===== src/hw/rtl/assert_macros.svh =====
// Assertion macros for the RTL modules of the I2C slave byte engine.
// Needs nothing else; files that check their own logic include it.
`ifndef ASSERT_MACROS_SVH
`define ASSERT_MACROS_SVH

// Property that must hold at every clock edge outside reset.
`define ASSERT_CLK(lbl, clk, rst_n, prop, msg) \
    lbl: assert property (@(posedge clk) disable iff (!rst_n) (prop)) else $error(msg);

// Property whose consequence must hold in the cycle after its antecedent.
`define ASSERT_NEXT(lbl, clk, rst_n, ante, cons, msg) \
    lbl: assert property (@(posedge clk) disable iff (!rst_n) (ante) |=> (cons)) \
        else $error(msg);

`endif


===== src/hw/rtl/i2cs_pkg.sv =====
// Types, codes and default sizes of the I2C slave byte engine.
// Used by the top level, the front end and the back end; depends on nothing.
package i2cs_pkg;

    localparam int RX_DEPTH_DEF = 64;
    localparam int TX_DEPTH_DEF = 32;
    localparam int RX_LEN_W     = 7;

    typedef enum logic [1:0] {
        REQ_START = 2'd0,
        REQ_SHIFT = 2'd1,
        REQ_STOP  = 2'd2,
        REQ_ENQ   = 2'd3
    } t_req;

    typedef enum logic [1:0] {
        CTR_NONE   = 2'd0,
        CTR_LOAD0  = 2'd1,
        CTR_LOAD14 = 2'd2,
        CTR_READY  = 2'd3
    } t_ctr;

    typedef enum logic [1:0] {
        SDA_KEEP    = 2'd0,
        SDA_DRIVE   = 2'd1,
        SDA_RELEASE = 2'd2
    } t_sda;

    // Encoded state as seen on the result port.
    typedef enum logic [2:0] {
        SC_IDLE      = 3'd0,
        SC_ADDRESS   = 3'd1,
        SC_READ_ACK  = 3'd2,
        SC_WRITE_ACK = 3'd3,
        SC_SEND      = 3'd4,
        SC_RECEIVE   = 3'd5,
        SC_AWAIT_ACK = 3'd6
    } t_state_code;

    // Protocol state machine, one-hot.
    typedef enum logic [6:0] {
        BS_IDLE      = 7'b0000001,
        BS_ADDRESS   = 7'b0000010,
        BS_READ_ACK  = 7'b0000100,
        BS_WRITE_ACK = 7'b0001000,
        BS_SEND      = 7'b0010000,
        BS_RECEIVE   = 7'b0100000,
        BS_AWAIT_ACK = 7'b1000000
    } t_bus_state;

    typedef struct packed {
        logic [1:0] req_type;
        logic [7:0] data_byte;
        logic       end_of_message;
    } t_in_item;

    typedef struct packed {
        logic [2:0]          state_now;
        logic [1:0]          counter_action;
        logic [1:0]          sda_action;
        logic                tx_load;
        logic [7:0]          tx_byte;
        logic                rx_valid;
        logic [7:0]          rx_byte;
        logic [RX_LEN_W-1:0] rx_length;
        logic                enqueue_ok;
        logic                last;
    } t_out_item;

    // Classified request handed from the front to the back.
    typedef struct packed {
        t_req       op;
        logic [7:0] data;
        logic       addr_match;
    } t_cmd;

    function automatic t_state_code bus_code(input t_bus_state s);
        case (s)
            BS_IDLE:      bus_code = SC_IDLE;
            BS_ADDRESS:   bus_code = SC_ADDRESS;
            BS_READ_ACK:  bus_code = SC_READ_ACK;
            BS_WRITE_ACK: bus_code = SC_WRITE_ACK;
            BS_SEND:      bus_code = SC_SEND;
            BS_RECEIVE:   bus_code = SC_RECEIVE;
            BS_AWAIT_ACK: bus_code = SC_AWAIT_ACK;
            default:      bus_code = SC_IDLE;
        endcase
    endfunction

endpackage


===== src/hw/rtl/i2c_slave_byte_engine.sv =====
// I2C slave byte engine, top level.
// Channels: requests enter on push/full (accepted when push is high and full is low);
// results leave on empty/pop (the oldest result is shown while empty is low and
// is taken when pop is high). The slave address is written on i_cfg_valid; the
// port is always ready and is meant to be written while the block is quiet.
// Each request (start, shift complete, stop, enqueue) gives one result, except a
// stop during a write, which gives one result per received byte, the last one
// carrying the ready actions; every run ends with last set.
// A request passes through the command queue, the back end's fetch (C_IDLE) and
// execute (C_EXEC) states and the output queue before its first result can be popped.
// The back end fetches the command and reads the transmit ring in C_IDLE and
// executes in C_EXEC, so it takes no new request until the last one is done.
// A stop delivery reads each byte from the receive store (a registered read, in
// C_DRD) and pushes it in C_DWR.
// Reset: the state machine goes idle, counts and ring pointers clear; the stores
// need no clearing. When the result side stalls, the output queue fills, the
// back end holds its work, the two-entry command queue fills and full rises.
// Depends on i2cs_pkg, i2cs_front, i2cs_fifo and i2cs_back.
module i2c_slave_byte_engine import i2cs_pkg::*; #(
    parameter int RX_DEPTH = RX_DEPTH_DEF,
    parameter int TX_DEPTH = TX_DEPTH_DEF
) (
    input  logic       i_clk,
    input  logic       i_rst_n,
    input  logic       push,
    output logic       full,
    input  t_in_item   i_in,
    output t_out_item  o_out,
    output logic       empty,
    input  logic       pop,
    input  logic       i_cfg_valid,
    output logic       o_cfg_ready,
    input  logic [6:0] i_cfg_data
);

    localparam int CMD_W = $bits(t_cmd);
    localparam int RES_W = $bits(t_out_item);

    logic             cmd_push;
    t_cmd             cmd_in;
    logic [CMD_W-1:0] cmd_q;
    logic             cmd_empty;
    logic             cmd_pop;
    logic             res_push;
    t_out_item        res_in;
    logic             res_full;
    logic [RES_W-1:0] res_q;

    i2cs_front u_front (
        .i_clk       (i_clk),
        .i_rst_n     (i_rst_n),
        .i_push      (push),
        .i_in        (i_in),
        .i_cfg_valid (i_cfg_valid),
        .o_cfg_ready (o_cfg_ready),
        .i_cfg_data  (i_cfg_data),
        .o_cmd_push  (cmd_push),
        .o_cmd       (cmd_in)
    );

    i2cs_fifo #(
        .WIDTH (CMD_W)
    ) u_cmd_q (
        .i_clk     (i_clk),
        .i_rst_n   (i_rst_n),
        .i_wr_en   (cmd_push),
        .i_wr_data (cmd_in),
        .o_full    (full),
        .i_rd_en   (cmd_pop),
        .o_rd_data (cmd_q),
        .o_empty   (cmd_empty)
    );

    i2cs_back #(
        .RX_DEPTH (RX_DEPTH),
        .TX_DEPTH (TX_DEPTH)
    ) u_back (
        .i_clk       (i_clk),
        .i_rst_n     (i_rst_n),
        .i_cmd_avail (!cmd_empty),
        .o_cmd_pop   (cmd_pop),
        .i_cmd       (t_cmd'(cmd_q)),
        .i_res_full  (res_full),
        .o_res_push  (res_push),
        .o_res       (res_in)
    );

    i2cs_fifo #(
        .WIDTH (RES_W)
    ) u_res_q (
        .i_clk     (i_clk),
        .i_rst_n   (i_rst_n),
        .i_wr_en   (res_push),
        .i_wr_data (res_in),
        .o_full    (res_full),
        .i_rd_en   (pop),
        .o_rd_data (res_q),
        .o_empty   (empty)
    );

    assign o_out = t_out_item'(res_q);

endmodule


===== src/hw/rtl/i2cs_ram.sv =====
// Generic single-write, single-read RAM with a registered read port.
// Stand-alone; holds the receive store and the transmit ring.
module i2cs_ram #(
    parameter int WIDTH = 8,
    parameter int DEPTH = 32,
    parameter int AW    = (DEPTH > 1) ? $clog2(DEPTH) : 1
) (
    input  logic             i_clk,
    input  logic             i_wr_en,
    input  logic [AW-1:0]    i_wr_addr,
    input  logic [WIDTH-1:0] i_wr_data,
    input  logic             i_rd_en,
    input  logic [AW-1:0]    i_rd_addr,
    output logic [WIDTH-1:0] o_rd_data
);

    logic [WIDTH-1:0] r_mem [DEPTH];
    logic [WIDTH-1:0] r_rd_data;

    always_ff @(posedge i_clk) begin
        if (i_wr_en) begin
            r_mem[i_wr_addr] <= i_wr_data;
        end
        if (i_rd_en) begin
            r_rd_data <= r_mem[i_rd_addr];
        end
    end

    assign o_rd_data = r_rd_data;

endmodule


===== src/hw/rtl/i2cs_fifo.sv =====
// Two-entry register queue used between the front and the back and at the output.
// Stand-alone; the payload is a plain bit vector of WIDTH bits.
module i2cs_fifo #(
    parameter int WIDTH = 8
) (
    input  logic             i_clk,
    input  logic             i_rst_n,
    input  logic             i_wr_en,
    input  logic [WIDTH-1:0] i_wr_data,
    output logic             o_full,
    input  logic             i_rd_en,
    output logic [WIDTH-1:0] o_rd_data,
    output logic             o_empty
);

    logic [WIDTH-1:0] r_mem [2];
    logic             r_wp, n_wp;
    logic             r_rp, n_rp;
    logic [1:0]       r_cnt, n_cnt;
    logic             wr_go;
    logic             rd_go;

    assign o_full    = (r_cnt == 2'd2);
    assign o_empty   = (r_cnt == 2'd0);
    assign wr_go     = i_wr_en && !o_full;
    assign rd_go     = i_rd_en && !o_empty;
    assign o_rd_data = r_mem[r_rp];

    always_comb begin
        n_wp  = wr_go ? !r_wp : r_wp;
        n_rp  = rd_go ? !r_rp : r_rp;
        n_cnt = r_cnt;
        if (wr_go && !rd_go) begin
            n_cnt = r_cnt + 2'd1;
        end else if (rd_go && !wr_go) begin
            n_cnt = r_cnt - 2'd1;
        end
    end

    always_ff @(posedge i_clk) begin
        if (!i_rst_n) begin
            r_wp  <= 1'b0;
            r_rp  <= 1'b0;
            r_cnt <= 2'd0;
        end else begin
            r_wp  <= n_wp;
            r_rp  <= n_rp;
            r_cnt <= n_cnt;
        end
    end

    always_ff @(posedge i_clk) begin
        if (wr_go) begin
            r_mem[r_wp] <= i_wr_data;
        end
    end

endmodule


===== src/hw/rtl/i2cs_front.sv =====
// Front end: holds the slave address register and classifies each request.
// Depends on i2cs_pkg for the request and command types.
module i2cs_front import i2cs_pkg::*; (
    input  logic       i_clk,
    input  logic       i_rst_n,
    input  logic       i_push,
    input  t_in_item   i_in,
    input  logic       i_cfg_valid,
    output logic       o_cfg_ready,
    input  logic [6:0] i_cfg_data,
    output logic       o_cmd_push,
    output t_cmd       o_cmd
);

    logic [6:0] r_own_addr;

    assign o_cfg_ready = 1'b1;

    always_ff @(posedge i_clk) begin
        if (!i_rst_n) begin
            r_own_addr <= 7'd0;
        end else if (i_cfg_valid) begin
            r_own_addr <= i_cfg_data;
        end
    end

    // The address compare is done here so the back only sees a match flag.
    always_comb begin
        o_cmd.op         = t_req'(i_in.req_type);
        o_cmd.data       = i_in.data_byte;
        o_cmd.addr_match = (i_in.data_byte[7:1] == r_own_addr);
    end

    assign o_cmd_push = i_push;

endmodule


===== src/hw/rtl/i2cs_back.sv =====
// Back end: protocol state machine, receive store, transmit ring and result build.
// Depends on i2cs_pkg, i2cs_ram and assert_macros.svh.
`include "assert_macros.svh"

module i2cs_back import i2cs_pkg::*; #(
    parameter int RX_DEPTH = RX_DEPTH_DEF,
    parameter int TX_DEPTH = TX_DEPTH_DEF
) (
    input  logic      i_clk,
    input  logic      i_rst_n,
    input  logic      i_cmd_avail,
    output logic      o_cmd_pop,
    input  t_cmd      i_cmd,
    input  logic      i_res_full,
    output logic      o_res_push,
    output t_out_item o_res
);

    localparam int RAW = (RX_DEPTH > 1) ? $clog2(RX_DEPTH) : 1;
    localparam int CW  = $clog2(RX_DEPTH + 1);
    localparam int TAW = $clog2(TX_DEPTH);

    typedef enum logic [3:0] {
        C_IDLE = 4'b0001,
        C_EXEC = 4'b0010,
        C_DRD  = 4'b0100,
        C_DWR  = 4'b1000
    } t_ctl;

    t_ctl           r_ctl, n_ctl;
    t_cmd           r_cmd, n_cmd;
    t_bus_state     r_bus, n_bus;
    logic [CW-1:0]  r_rx_count, n_rx_count;
    logic [CW-1:0]  r_k, n_k;
    logic [TAW-1:0] r_tx_head, n_tx_head;
    logic [TAW-1:0] r_tx_tail, n_tx_tail;
    logic           r_tx_full, n_tx_full;

    logic           rx_we;
    logic           tx_we;
    logic [7:0]     rx_rdata;
    logic [7:0]     tx_rdata;
    logic           ring_busy;
    logic [7:0]     ld_byte;
    logic [TAW-1:0] head_inc;
    logic [TAW-1:0] tail_inc;
    logic           last_byte;

    i2cs_ram #(
        .WIDTH (8),
        .DEPTH (RX_DEPTH),
        .AW    (RAW)
    ) u_rx_store (
        .i_clk     (i_clk),
        .i_wr_en   (rx_we),
        .i_wr_addr (r_rx_count[RAW-1:0]),
        .i_wr_data (r_cmd.data),
        .i_rd_en   (r_ctl == C_DRD),
        .i_rd_addr (r_k[RAW-1:0]),
        .o_rd_data (rx_rdata)
    );

    // The ring is read at the head every cycle; the head only moves in C_EXEC,
    // which always follows a C_IDLE cycle, so the data is current there.
    i2cs_ram #(
        .WIDTH (8),
        .DEPTH (TX_DEPTH),
        .AW    (TAW)
    ) u_tx_ring (
        .i_clk     (i_clk),
        .i_wr_en   (tx_we),
        .i_wr_addr (r_tx_tail),
        .i_wr_data (r_cmd.data),
        .i_rd_en   (1'b1),
        .i_rd_addr (r_tx_head),
        .o_rd_data (tx_rdata)
    );

    assign ring_busy = (r_tx_head != r_tx_tail) || r_tx_full;
    assign ld_byte   = ring_busy ? tx_rdata : 8'hFF;
    assign head_inc  = (r_tx_head == TAW'(TX_DEPTH - 1)) ? '0 : r_tx_head + TAW'(1);
    assign tail_inc  = (r_tx_tail == TAW'(TX_DEPTH - 1)) ? '0 : r_tx_tail + TAW'(1);
    assign last_byte = ((r_k + CW'(1)) == r_rx_count);

    always_comb begin
        n_ctl      = r_ctl;
        n_cmd      = r_cmd;
        n_bus      = r_bus;
        n_rx_count = r_rx_count;
        n_k        = r_k;
        n_tx_head  = r_tx_head;
        n_tx_tail  = r_tx_tail;
        n_tx_full  = r_tx_full;
        o_cmd_pop  = 1'b0;
        o_res_push = 1'b0;
        rx_we      = 1'b0;
        tx_we      = 1'b0;
        o_res      = '0;
        o_res.last = 1'b1;

        case (r_ctl)
            C_IDLE: begin
                if (i_cmd_avail) begin
                    o_cmd_pop = 1'b1;
                    n_cmd     = i_cmd;
                    n_ctl     = C_EXEC;
                end
            end
            C_EXEC: begin
                if (!i_res_full) begin
                    o_res_push = 1'b1;
                    n_ctl      = C_IDLE;
                    case (r_cmd.op)
                        REQ_START: begin
                            o_res.counter_action = CTR_LOAD0;
                            n_bus                = BS_ADDRESS;
                            n_rx_count           = '0;
                        end
                        REQ_SHIFT: begin
                            case (r_bus)
                                BS_ADDRESS: begin
                                    if (r_cmd.addr_match) begin
                                        o_res.counter_action = CTR_LOAD14;
                                        o_res.sda_action     = SDA_DRIVE;
                                        o_res.tx_load        = 1'b1;
                                        n_bus = r_cmd.data[0] ? BS_READ_ACK : BS_WRITE_ACK;
                                    end else begin
                                        o_res.counter_action = CTR_READY;
                                        o_res.sda_action     = SDA_RELEASE;
                                        n_bus                = BS_IDLE;
                                    end
                                end
                                BS_WRITE_ACK: begin
                                    o_res.sda_action = SDA_RELEASE;
                                    n_bus            = BS_RECEIVE;
                                end
                                BS_RECEIVE: begin
                                    o_res.counter_action = CTR_LOAD14;
                                    o_res.sda_action     = SDA_DRIVE;
                                    o_res.tx_load        = 1'b1;
                                    n_bus                = BS_WRITE_ACK;
                                    // Bytes past the end of the store are acknowledged
                                    // but not kept.
                                    if (r_rx_count < CW'(RX_DEPTH)) begin
                                        rx_we      = 1'b1;
                                        n_rx_count = r_rx_count + CW'(1);
                                    end
                                end
                                BS_READ_ACK: begin
                                    o_res.counter_action = CTR_LOAD0;
                                    o_res.sda_action     = SDA_DRIVE;
                                    o_res.tx_load        = 1'b1;
                                    o_res.tx_byte        = ld_byte;
                                    n_bus                = BS_SEND;
                                    if (ring_busy) begin
                                        n_tx_head = head_inc;
                                        n_tx_full = 1'b0;
                                    end
                                end
                                BS_SEND: begin
                                    o_res.counter_action = CTR_LOAD14;
                                    o_res.sda_action     = SDA_RELEASE;
                                    n_bus                = BS_AWAIT_ACK;
                                end
                                BS_AWAIT_ACK: begin
                                    if (r_cmd.data[0]) begin
                                        o_res.counter_action = CTR_READY;
                                        o_res.sda_action     = SDA_RELEASE;
                                        n_bus                = BS_IDLE;
                                    end else begin
                                        o_res.counter_action = CTR_LOAD0;
                                        o_res.sda_action     = SDA_DRIVE;
                                        o_res.tx_load        = 1'b1;
                                        o_res.tx_byte        = ld_byte;
                                        n_bus                = BS_SEND;
                                        if (ring_busy) begin
                                            n_tx_head = head_inc;
                                            n_tx_full = 1'b0;
                                        end
                                    end
                                end
                                default: begin
                                end
                            endcase
                        end
                        REQ_STOP: begin
                            if (r_bus == BS_RECEIVE) begin
                                if (r_rx_count != '0) begin
                                    // Hand the stored run out one byte at a time.
                                    o_res_push = 1'b0;
                                    n_k        = '0;
                                    n_ctl      = C_DRD;
                                end else begin
                                    o_res.counter_action = CTR_READY;
                                    o_res.sda_action     = SDA_RELEASE;
                                    n_bus                = BS_IDLE;
                                end
                            end
                        end
                        REQ_ENQ: begin
                            if (!r_tx_full) begin
                                tx_we            = 1'b1;
                                n_tx_tail        = tail_inc;
                                n_tx_full        = (tail_inc == r_tx_head);
                                o_res.enqueue_ok = 1'b1;
                            end
                        end
                        default: begin
                        end
                    endcase
                    o_res.state_now = bus_code(n_bus);
                end
            end
            C_DRD: begin
                n_ctl = C_DWR;
            end
            C_DWR: begin
                if (!i_res_full) begin
                    o_res_push      = 1'b1;
                    o_res.state_now = SC_IDLE;
                    o_res.rx_valid  = 1'b1;
                    o_res.rx_byte   = rx_rdata;
                    o_res.rx_length = RX_LEN_W'(r_rx_count);
                    o_res.last      = last_byte;
                    if (last_byte) begin
                        o_res.counter_action = CTR_READY;
                        o_res.sda_action     = SDA_RELEASE;
                        n_bus                = BS_IDLE;
                        n_ctl                = C_IDLE;
                    end else begin
                        n_k   = r_k + CW'(1);
                        n_ctl = C_DRD;
                    end
                end
            end
            default: begin
                n_ctl = C_IDLE;
            end
        endcase
    end

    always_ff @(posedge i_clk) begin
        if (!i_rst_n) begin
            r_ctl      <= C_IDLE;
            r_bus      <= BS_IDLE;
            r_rx_count <= '0;
            r_k        <= '0;
            r_tx_head  <= '0;
            r_tx_tail  <= '0;
            r_tx_full  <= 1'b0;
        end else begin
            r_ctl      <= n_ctl;
            r_bus      <= n_bus;
            r_rx_count <= n_rx_count;
            r_k        <= n_k;
            r_tx_head  <= n_tx_head;
            r_tx_tail  <= n_tx_tail;
            r_tx_full  <= n_tx_full;
        end
    end

    always_ff @(posedge i_clk) begin
        r_cmd <= n_cmd;
    end

    `ASSERT_CLK(a_full_ptrs, i_clk, i_rst_n, r_tx_full |-> (r_tx_head == r_tx_tail), "ring full but head and tail differ")
    `ASSERT_CLK(a_rx_bound, i_clk, i_rst_n, r_rx_count <= CW'(RX_DEPTH), "receive count beyond store depth")
    `ASSERT_CLK(a_push_src, i_clk, i_rst_n, o_res_push |-> (r_ctl == C_EXEC || r_ctl == C_DWR), "result pushed outside an emitting state")
    `ASSERT_NEXT(a_deliver_end, i_clk, i_rst_n, (r_ctl == C_DWR) && !i_res_full && last_byte, (r_ctl == C_IDLE) && (r_bus == BS_IDLE), "delivery did not end in idle")

endmodule


===== config.mk =====
export PLATFORM = sky130hd
export DESIGN_NAME = i2c_slave_byte_engine
export DESIGN_NICKNAME = d
export VERILOG_FILES = /design/src/hw/rtl/i2cs_pkg.sv /design/src/hw/rtl/i2c_slave_byte_engine.sv /design/src/hw/rtl/i2cs_ram.sv /design/src/hw/rtl/i2cs_fifo.sv /design/src/hw/rtl/i2cs_front.sv /design/src/hw/rtl/i2cs_back.sv
export VERILOG_INCLUDE_DIRS = /design/src /design/src/hw/rtl
export SDC_FILE = /design/constraint.sdc
export NUM_CORES = 1
export LEC_CHECK = 0
export BUFFER_PORTS_ARGS = -buffer_cell sky130_fd_sc_hd__buf_2
export CAP_MARGIN = 20
export CORE_ASPECT_RATIO = 0.75
export CORE_UTILIZATION = 60
export CTS_BUF_LIST = sky130_fd_sc_hd__clkbuf_8 sky130_fd_sc_hd__clkbuf_16
export DETAILED_ROUTE_END_ITERATION = 7
export PLACE_DENSITY = 0.79
export SLEW_MARGIN = 40
export SYNTH_ARGS = -nofsm -noshare
export SYNTH_HDL_FRONTEND = slang
export SYNTH_SLANG_ARGS = --single-unit

===== constraint.sdc =====
create_clock -name i_clk -period 6.2 [get_ports i_clk]
set_input_delay 1.24 -clock i_clk [delete_from_list [all_inputs] [get_ports i_clk]]
set_output_delay 1.24 -clock i_clk [all_outputs]
set_load 0.01 [all_outputs]

== Word-level counts from Yosys, hierarchy flattened ==
Memory sizes are Yosys's and may differ from the RTL's. A register that Yosys moved wholly into a read port is not among the register bits.
Cells that the tools add are included.

* Register bits after elaboration: 51
* Bits in writable memories: 858
* Input bits: 23
* Output and inout port bits: 37
* Logic and storage cells: 208
* Memories: 4

* Add/subtract/negate cells: 8
* $lt $le $gt $ge: 1
* Equal/unequal tests: 40
* Muxes and demuxes: 96
* Bitwise logic cells: 3
* Reduce and logical (&&, ||, !) cells: 42

{| class="wikitable"
|+ Memory list
! name !! words !! width !! rd ports !! clocked after Yosys merged registers in !! wr ports !! line !! source
|-
| u_back.u_rx_store.r_mem || 64 || 8 || 1 || 1 || 1 || i2cs_ram.sv:17 || <nowiki>logic [WIDTH-1:0] r_mem [DEPTH];</nowiki>
|-
| u_back.u_tx_ring.r_mem || 32 || 8 || 1 || 1 || 1 || i2cs_ram.sv:17 ||
|-
| u_res_q.r_mem || 2 || 34 || 1 || 1 || 1 || i2cs_fifo.sv:16 || <nowiki>logic [WIDTH-1:0] r_mem [2];</nowiki>
|-
| u_cmd_q.r_mem || 2 || 11 || 1 || 1 || 1 || i2cs_fifo.sv:16 ||
|}

{| class="wikitable"
|+ Operators with widths
! cell !! number
|-
| 7-bit two-way mux || 16
|-
| 7-bit one-hot mux with 2 select lines || 4
|-
| 16-bit two-way mux || 3
|-
| 4-bit two-way mux || 11
|-
| 7-bit one-hot mux with 6 select lines || 1
|-
| 1-bit two-way mux || 32
|-
| 9-bit two-way mux || 3
|-
| 5-bit two-way mux || 5
|-
| 7-bit one-hot mux with 3 select lines || 1
|-
| 3-bit one-hot mux with 6 select lines || 1
|-
| 2-bit one-hot mux with 4 select lines || 2
|-
| 4-bit one-hot mux with 4 select lines || 1
|-
| 8-bit one-hot mux with 2 select lines || 1
|-
| 5-bit AND reduction || 3
|-
| 7-bit by 1-bit adder with 7-bit output, second input constant || 2
|-
| 7-bit by 2-bit == test with 1-bit output, second input constant || 2
|-
| 7-bit by 3-bit == test with 1-bit output, second input constant || 2
|-
| 7-bit by 4-bit == test with 1-bit output, second input constant || 2
|-
| 7-bit by 5-bit == test with 1-bit output, second input constant || 2
|-
| 7-bit by 6-bit == test with 1-bit output, second input constant || 2
|-
| 7-bit == test || 2
|-
| 7-bit == test, second input constant || 2
|-
| 1-bit zero test || 12
|-
| 2-bit != test, second input constant || 6
|-
| other kinds (34) || 72
|}

== Longest topological paths before layout ==
* Depth after elaboration: 11
* Gate-level depth with buffers: 11
* Gate-level depth less buffers: 10

== Hierarchy ==
From an unflattened synthesis, not the netlist that was laid out.

* Cells, all modules: 2,025
* Area total of the unflattened synthesis: 37,877.6 um^2

{| class="wikitable"
|+ By module, submodules not included
! module !! instances !! cells an instance !! area each (um^2)
|-
| i2cs_ram at u_back.u_rx_store || 1 || 972 || 20,270.7
|-
| i2cs_ram at u_back.u_tx_ring || 1 || 417 || 10,133.5
|-
| i2cs_back || 1 || 401 || 3,324.4
|-
| i2cs_fifo at u_res_q || 1 || 131 || 2,686.3
|-
| i2cs_fifo at u_cmd_q || 1 || 59 || 1,023.5
|-
| i2cs_front || 1 || 44 || 435.4
|-
| i2c_slave_byte_engine || 1 || 1 || 3.8
|}

== Worst setup path after synthesis ==
OpenSTA, ideal clock, no wires.

* Kind: register to register
* Start point: reg u_back.r_rx_count[0]
* End point: mem u_res_q.r_mem[0][0] in the netlist's numbering, enable pin
* Library setup time: 0.429 ns
* Arrival time: 3.032 ns
* Data required time: 5.771 ns
* Path slack: 2.739 ns
* Stages on the path, launching flop included: 9
* Cells stage by stage: dfxtp_1 clkbuf_1 inv_1 ha_1 nor4b_1 nand2_1 nand3_1 a21o_1 nor2b_1

* Word-level cells in the longest chain between the ends: 9

{| class="wikitable"
|+ Ends and longest elaborated chain
! item !! line !! source
|-
| start: declaration || i2cs_back.sv:33 || <nowiki>logic [CW-1:0] r_rx_count, n_rx_count;</nowiki>
|-
| start signal: assignment || i2cs_back.sv:254 || <nowiki>r_rx_count <= n_rx_count;</nowiki>
|-
| 7-bit nonzero test || i2cs_back.sv:188 || <nowiki>if (r_rx_count != '0) begin</nowiki>
|-
| 1-bit two-way mux || i2cs_back.sv:188 ||
|-
| 1-bit two-way mux || i2cs_back.sv:187 || <nowiki>if (r_bus == BS_RECEIVE) begin</nowiki>
|-
| 1-bit two-way mux || i2cs_back.sv:113 || <nowiki>case (r_cmd.op)</nowiki>
|-
| 1-bit two-way mux || i2cs_back.sv:110 || <nowiki>if (!i_res_full) begin</nowiki>
|-
| 1-bit one-hot mux with 2 select lines || i2cs_back.sv:101 || <nowiki>case (r_ctl)</nowiki>
|-
| 1-bit logical AND || i2cs_fifo.sv:25 || <nowiki>assign wr_go = i_wr_en && !o_full;</nowiki>
|-
| named net u_res_q.wr_go || i2cs_fifo.sv:20 || <nowiki>logic wr_go;</nowiki>
|-
| 1-bit two-way mux || i2cs_fifo.sv:53 || <nowiki>if (wr_go) begin</nowiki>
|-
| 1-bit two-way mux (implied by the code) || i2cs_fifo.sv:54 || <nowiki>r_mem[r_wp] <= i_wr_data;</nowiki>
|-
| end: declaration || i2cs_fifo.sv:16 ||
|}

The timed path passes the listed nets, and every way through them passes these cells.

== Final worst setup path ==
* Start point: reg u_back.r_ctl[1]
* End point: mem u_back.u_rx_store.r_mem[456][2], in the netlist u_back.u_rx_store.r_mem[57][2], enable pin

* Word-level cells in the longest chain between the ends: 4

{| class="wikitable"
|+ Ends and longest elaborated chain
! item !! line !! source
|-
| start: declaration || i2cs_back.sv:30 || <nowiki>t_ctl r_ctl, n_ctl;</nowiki>
|-
| start signal: assignment || i2cs_back.sv:252 || <nowiki>r_ctl <= n_ctl;</nowiki>
|-
| 4-bit by 2-bit == test with 1-bit output || i2cs_back.sv:101 ||
|-
| 1-bit two-way mux || i2cs_back.sv:101 ||
|-
| 1-bit two-way mux || i2cs_ram.sv:21 || <nowiki>if (i_wr_en) begin</nowiki>
|-
| 1-bit two-way mux (implied by the code) || i2cs_ram.sv:22 || <nowiki>r_mem[i_wr_addr] <= i_wr_data;</nowiki>
|-
| end: declaration || i2cs_ram.sv:17 ||
|}

Every way passes these cells.

==> impl_metrics.csv <==
group,metric,value,unit
status,status,"complete, no violations",
logic_synthesis,netlist.area_leader.share,70.31,%
clocking,cts_tree,"done",
power_and_ir_drop,ir_drop,0.3277,mV
min_path,hp-start,"u_back.r_cmd[5]",
logic_synthesis,synth_common_cells,"edfxtp_1 (877), mux4_2 (248), nor2_1 (161)",
finish,fillers,3676,
floorplan,dieHeight,218.4,um
logic_synthesis,syn_area,37450,um^2
timing,tns,0,ns
logic_synthesis,syn_inst,1875,
global_route,grt_usage,26.52,%
global_route,grt.met3_usage,5.899,%
setup_path,ff2ff_path_depth,6,
global_route,grt_pass1_vias,18820,
timing,finalHoldViolCount,0,
timing,setup_ws,2.233,ns
run,cap_violations,0,
logic_synthesis,synth_area_per_cell,19.98,um^2
setup_path,worstSetupEndpointType,"register",
clocking,cts_hold_buf,0,
power_and_ir_drop,power,14.73,mW
detailed_routing,wl_per_cell,29.12,um
logic_synthesis,ys_seq_area_share,73.52,%
clocking,cts-root-buf,"clkbuf_16",
finish,drive_gt1_share,28.44,%
clocking,numClockSinks,937,
timing,skew,0.02318,ns
placement,place_congestion,0.8450,
global_route,grt.overflow.total,0,
finish,post-route-util,67.98,%
clocking,cts_setup_buffers,0,
setup_path,r2r-end,"u_back.u_rx_store.r_mem[57][2]",
finish,area_growth,10.89,%
finish,finalNonFillerCells,2819,
setup_path,crit_fanout,9,
detailed_routing,wl,82090,um
logic_synthesis,yosysMostFrequentCell,"edfxtp_1",
floorplan,dieArea,63440,um^2
global_route,gr-max-usage-layer,"met2",
detailed_routing,drt-pass1-iter-count,5,
setup_path,rrSetupSlack,2.23,ns
floorplan,start_util,61.30,%
detailed_routing,postRouteAntennaNets,0,
timing,min_period,3.967,ns
placement,place_ws,2.375,ns
min_path,hold_depth,0,
placement,dpl.hpwl,48170,um
timing,drv_slew,0,
floorplan,ios,60,
detailed_routing,drt_iter0_drc,2524,
placement,dp_cells,2662,
placement,io_buffers,57,
timing,max-slew-margin-rel,37.25,%
finish,nets,1988,
timing,setup_viol,0,
setup_path,path_class,"register to register",
setup_path,cp-startpoint,"u_back.r_ctl[1]",
logic_synthesis,synth-main-ff-cell,"edfxtp_1",
timing,period_share,63.98,%
detailed_routing,drc_errors,0,
clocking,h-tree-depth,3,
global_route,grt_max_degree,97,
min_path,min_to,"u_back.u_rx_store.r_mem[0][4]",
global_route,grt_pass1_wl,122700,um
floorplan,num_rows,78,
detailed_routing,via_per_inst,6.679,
global_route,grt_util_met2,41.18,%
logic_synthesis,synth.area.top_cells,"edfxtp_1 (70%), mux4_2 (15%), dfxtp_1 (3.2%)",
clocking,cts_buffer_depth,3,
timing,tightest_slew,0.9387,ns
floorplan,die_w,290.5,um
clocking,clkLatencyLatePin,0.64,ns
logic_synthesis,synthArstFlopShare,0,%
setup_path,worstPathRequired,6.45,ns
timing,timing.fmax,252.1,MHz
logic_synthesis,synth_nets,1914,
power_and_ir_drop,power.leakage,12.74,nW
logic_synthesis,synth_top_area_cell,"edfxtp_1",
clocking,clk_pin_slew,0.06,ns
detailed_routing,vias,18830,
global_route,antenna_found_initial,3,
clocking,cts_buffers,84,
setup_path,cp-start-kind,"register",
min_path,min_path_type,"register to register",
setup_path,arrival,4.22,ns
logic_synthesis,netlist-cell-type-count,83,
logic_synthesis,synth_warnings,0,
finish,regArea,27550,um^2
clocking,ctsResizeCount,0,
logic_synthesis,synth_edf_count,877,
setup_path,reg2reg_from,"u_back.r_ctl[1]",
floorplan,core-area,61090,um^2
power_and_ir_drop,power.density,354.8,nW/um^2
logic_synthesis,synth_seq_cells,937,
global_route,met1_usage,39.19,%
finish,multiInputGateArea,9464,um^2
timing,rsz0062_at_grt,"false",
-- metrics by stage --
stage	instance area (um^2)	hold WS, ns
after floorplan	37450	0.4725
after global placement	38520	0.4511
after detailed placement	38620	0.4979
after CTS	41450	0.5176
after global routing	41530	0.5263
final	41530	0.5115
-- cell type report --
cell class              instances  share of cell area [%]
flip-flops and latches        937                   66.34
multi-input cells             816                   22.79
clock buffers                  91                   5.320
well taps                     800                   2.410
clock inverters                64                   1.497
repair buffers                 86                   1.428
inverters                      24                  0.2169
diodes                          1                0.006025
-- how the worst max path moves through the flow --
stage,end,slack [ns]
2_1_floorplan,u_res_q.r_mem[0][0],2.74
3_3_place_gp,u_back.u_rx_store.r_mem[61][3],2.55
3_5_place_dp,u_back.u_rx_store.r_mem[63][3],2.38
4_1_cts,u_back.u_rx_store.r_mem[60][3],2.36
5_1_grt,u_back.u_rx_store.r_mem[61][3],2.09
6_report,u_back.u_rx_store.r_mem[57][2],2.23
-- report_power, final --
part | switching (mW) | internal (mW) | leakage, nW
clock network | 2.27 | 3.07 | 1.46
registers | 0.0839 | 7.79 | 8.31
logic | 1.19 | 0.329 | 2.96
total | 3.54 | 11.2 | 12.7
-- cell families (layout without fill, tap and decap cells) --
kind of cell	after synthesis	count (layout)	share of synthesized area, %
DFF	937	937	73.52
other	1	2	0.01001
xor gates and xnor gates	44	44	1.102
buffers and inverters	122	265	1.426
muxes	315	315	16.88
adders and majority gates	16	16	0.5345
AOI/OAI and AO/OA	105	105	2.078
and+or+nand+nor	335	335	4.443
-- registers in the layout (all words and copies together), names as in the netlist, named ones only --
register / count
u_back.r_ctl: 4
u_cmd_q.r_mem: 22
u_back.r_tx_head: 5
u_back.r_k: 7
u_back.u_tx_ring.r_mem: 256
u_res_q.r_wp: 1
u_cmd_q.r_rp: 1
u_back.u_tx_ring.o_rd_data: 8
u_back.r_tx_tail: 5
u_res_q.r_mem: 68
u_back.r_cmd: 11
u_cmd_q.r_cnt: 2
u_back.r_bus: 7
u_res_q.r_rp: 1
u_back.r_tx_full: 1
u_back.r_rx_count: 7
u_res_q.r_cnt: 2
u_front.r_own_addr: 7
u_cmd_q.r_wp: 1
u_back.u_rx_store.r_mem: 512
u_back.u_rx_store.o_rd_data: 8
-- layout by cell type, fill, tap and decap left out, types with 10 or more instances in the layout --
master | synthesis | layout
ha_1 | 16 | 16
mux2_2 | 54 | 54
xnor2_1 | 20 | 20
and2_1 | 20 | 20
inv_1 | 23 | 42
clkinv_1 | 1 | 14
a21oi_1 | 20 | 20
mux4_2 | 248 | 248
buf_2 | 26 | 57
o21a_1 | 10 | 10
nand3_1 | 23 | 21
clkbuf_16 | 0 | 85
buf_4 | 1 | 15
mux2i_1 | 13 | 13
edfxtp_1 | 877 | 877
xor2_1 | 22 | 22
buf_6 | 4 | 10
dfxtp_1 | 60 | 54
nor2_1 | 161 | 138
nor2_2 | 1 | 24
nand2_1 | 46 | 46
o21ai_0 | 19 | 19
bufinv_16 | 0 | 12
clkinv_2 | 0 | 11
-- worst max-delay path, stage by stage, from the launching register on --
cell	delay [ns]
dfxtp_1	0.47
nor4b_4	0.39
and2_1	0.39
nand2_1	0.30
nor3_2	0.48
nand4_1	0.68
nor2_1	0.87
-- per-layer routing --
metal / share of wire [%] / vias up
met4: 1.9 / 0
met2: 47 / 1116
met5: 0 / -
met3: 10 / 132
li1: - / 7755
met1: 41 / 9824
No activity file was read; power rests on OpenSTA's default activity.
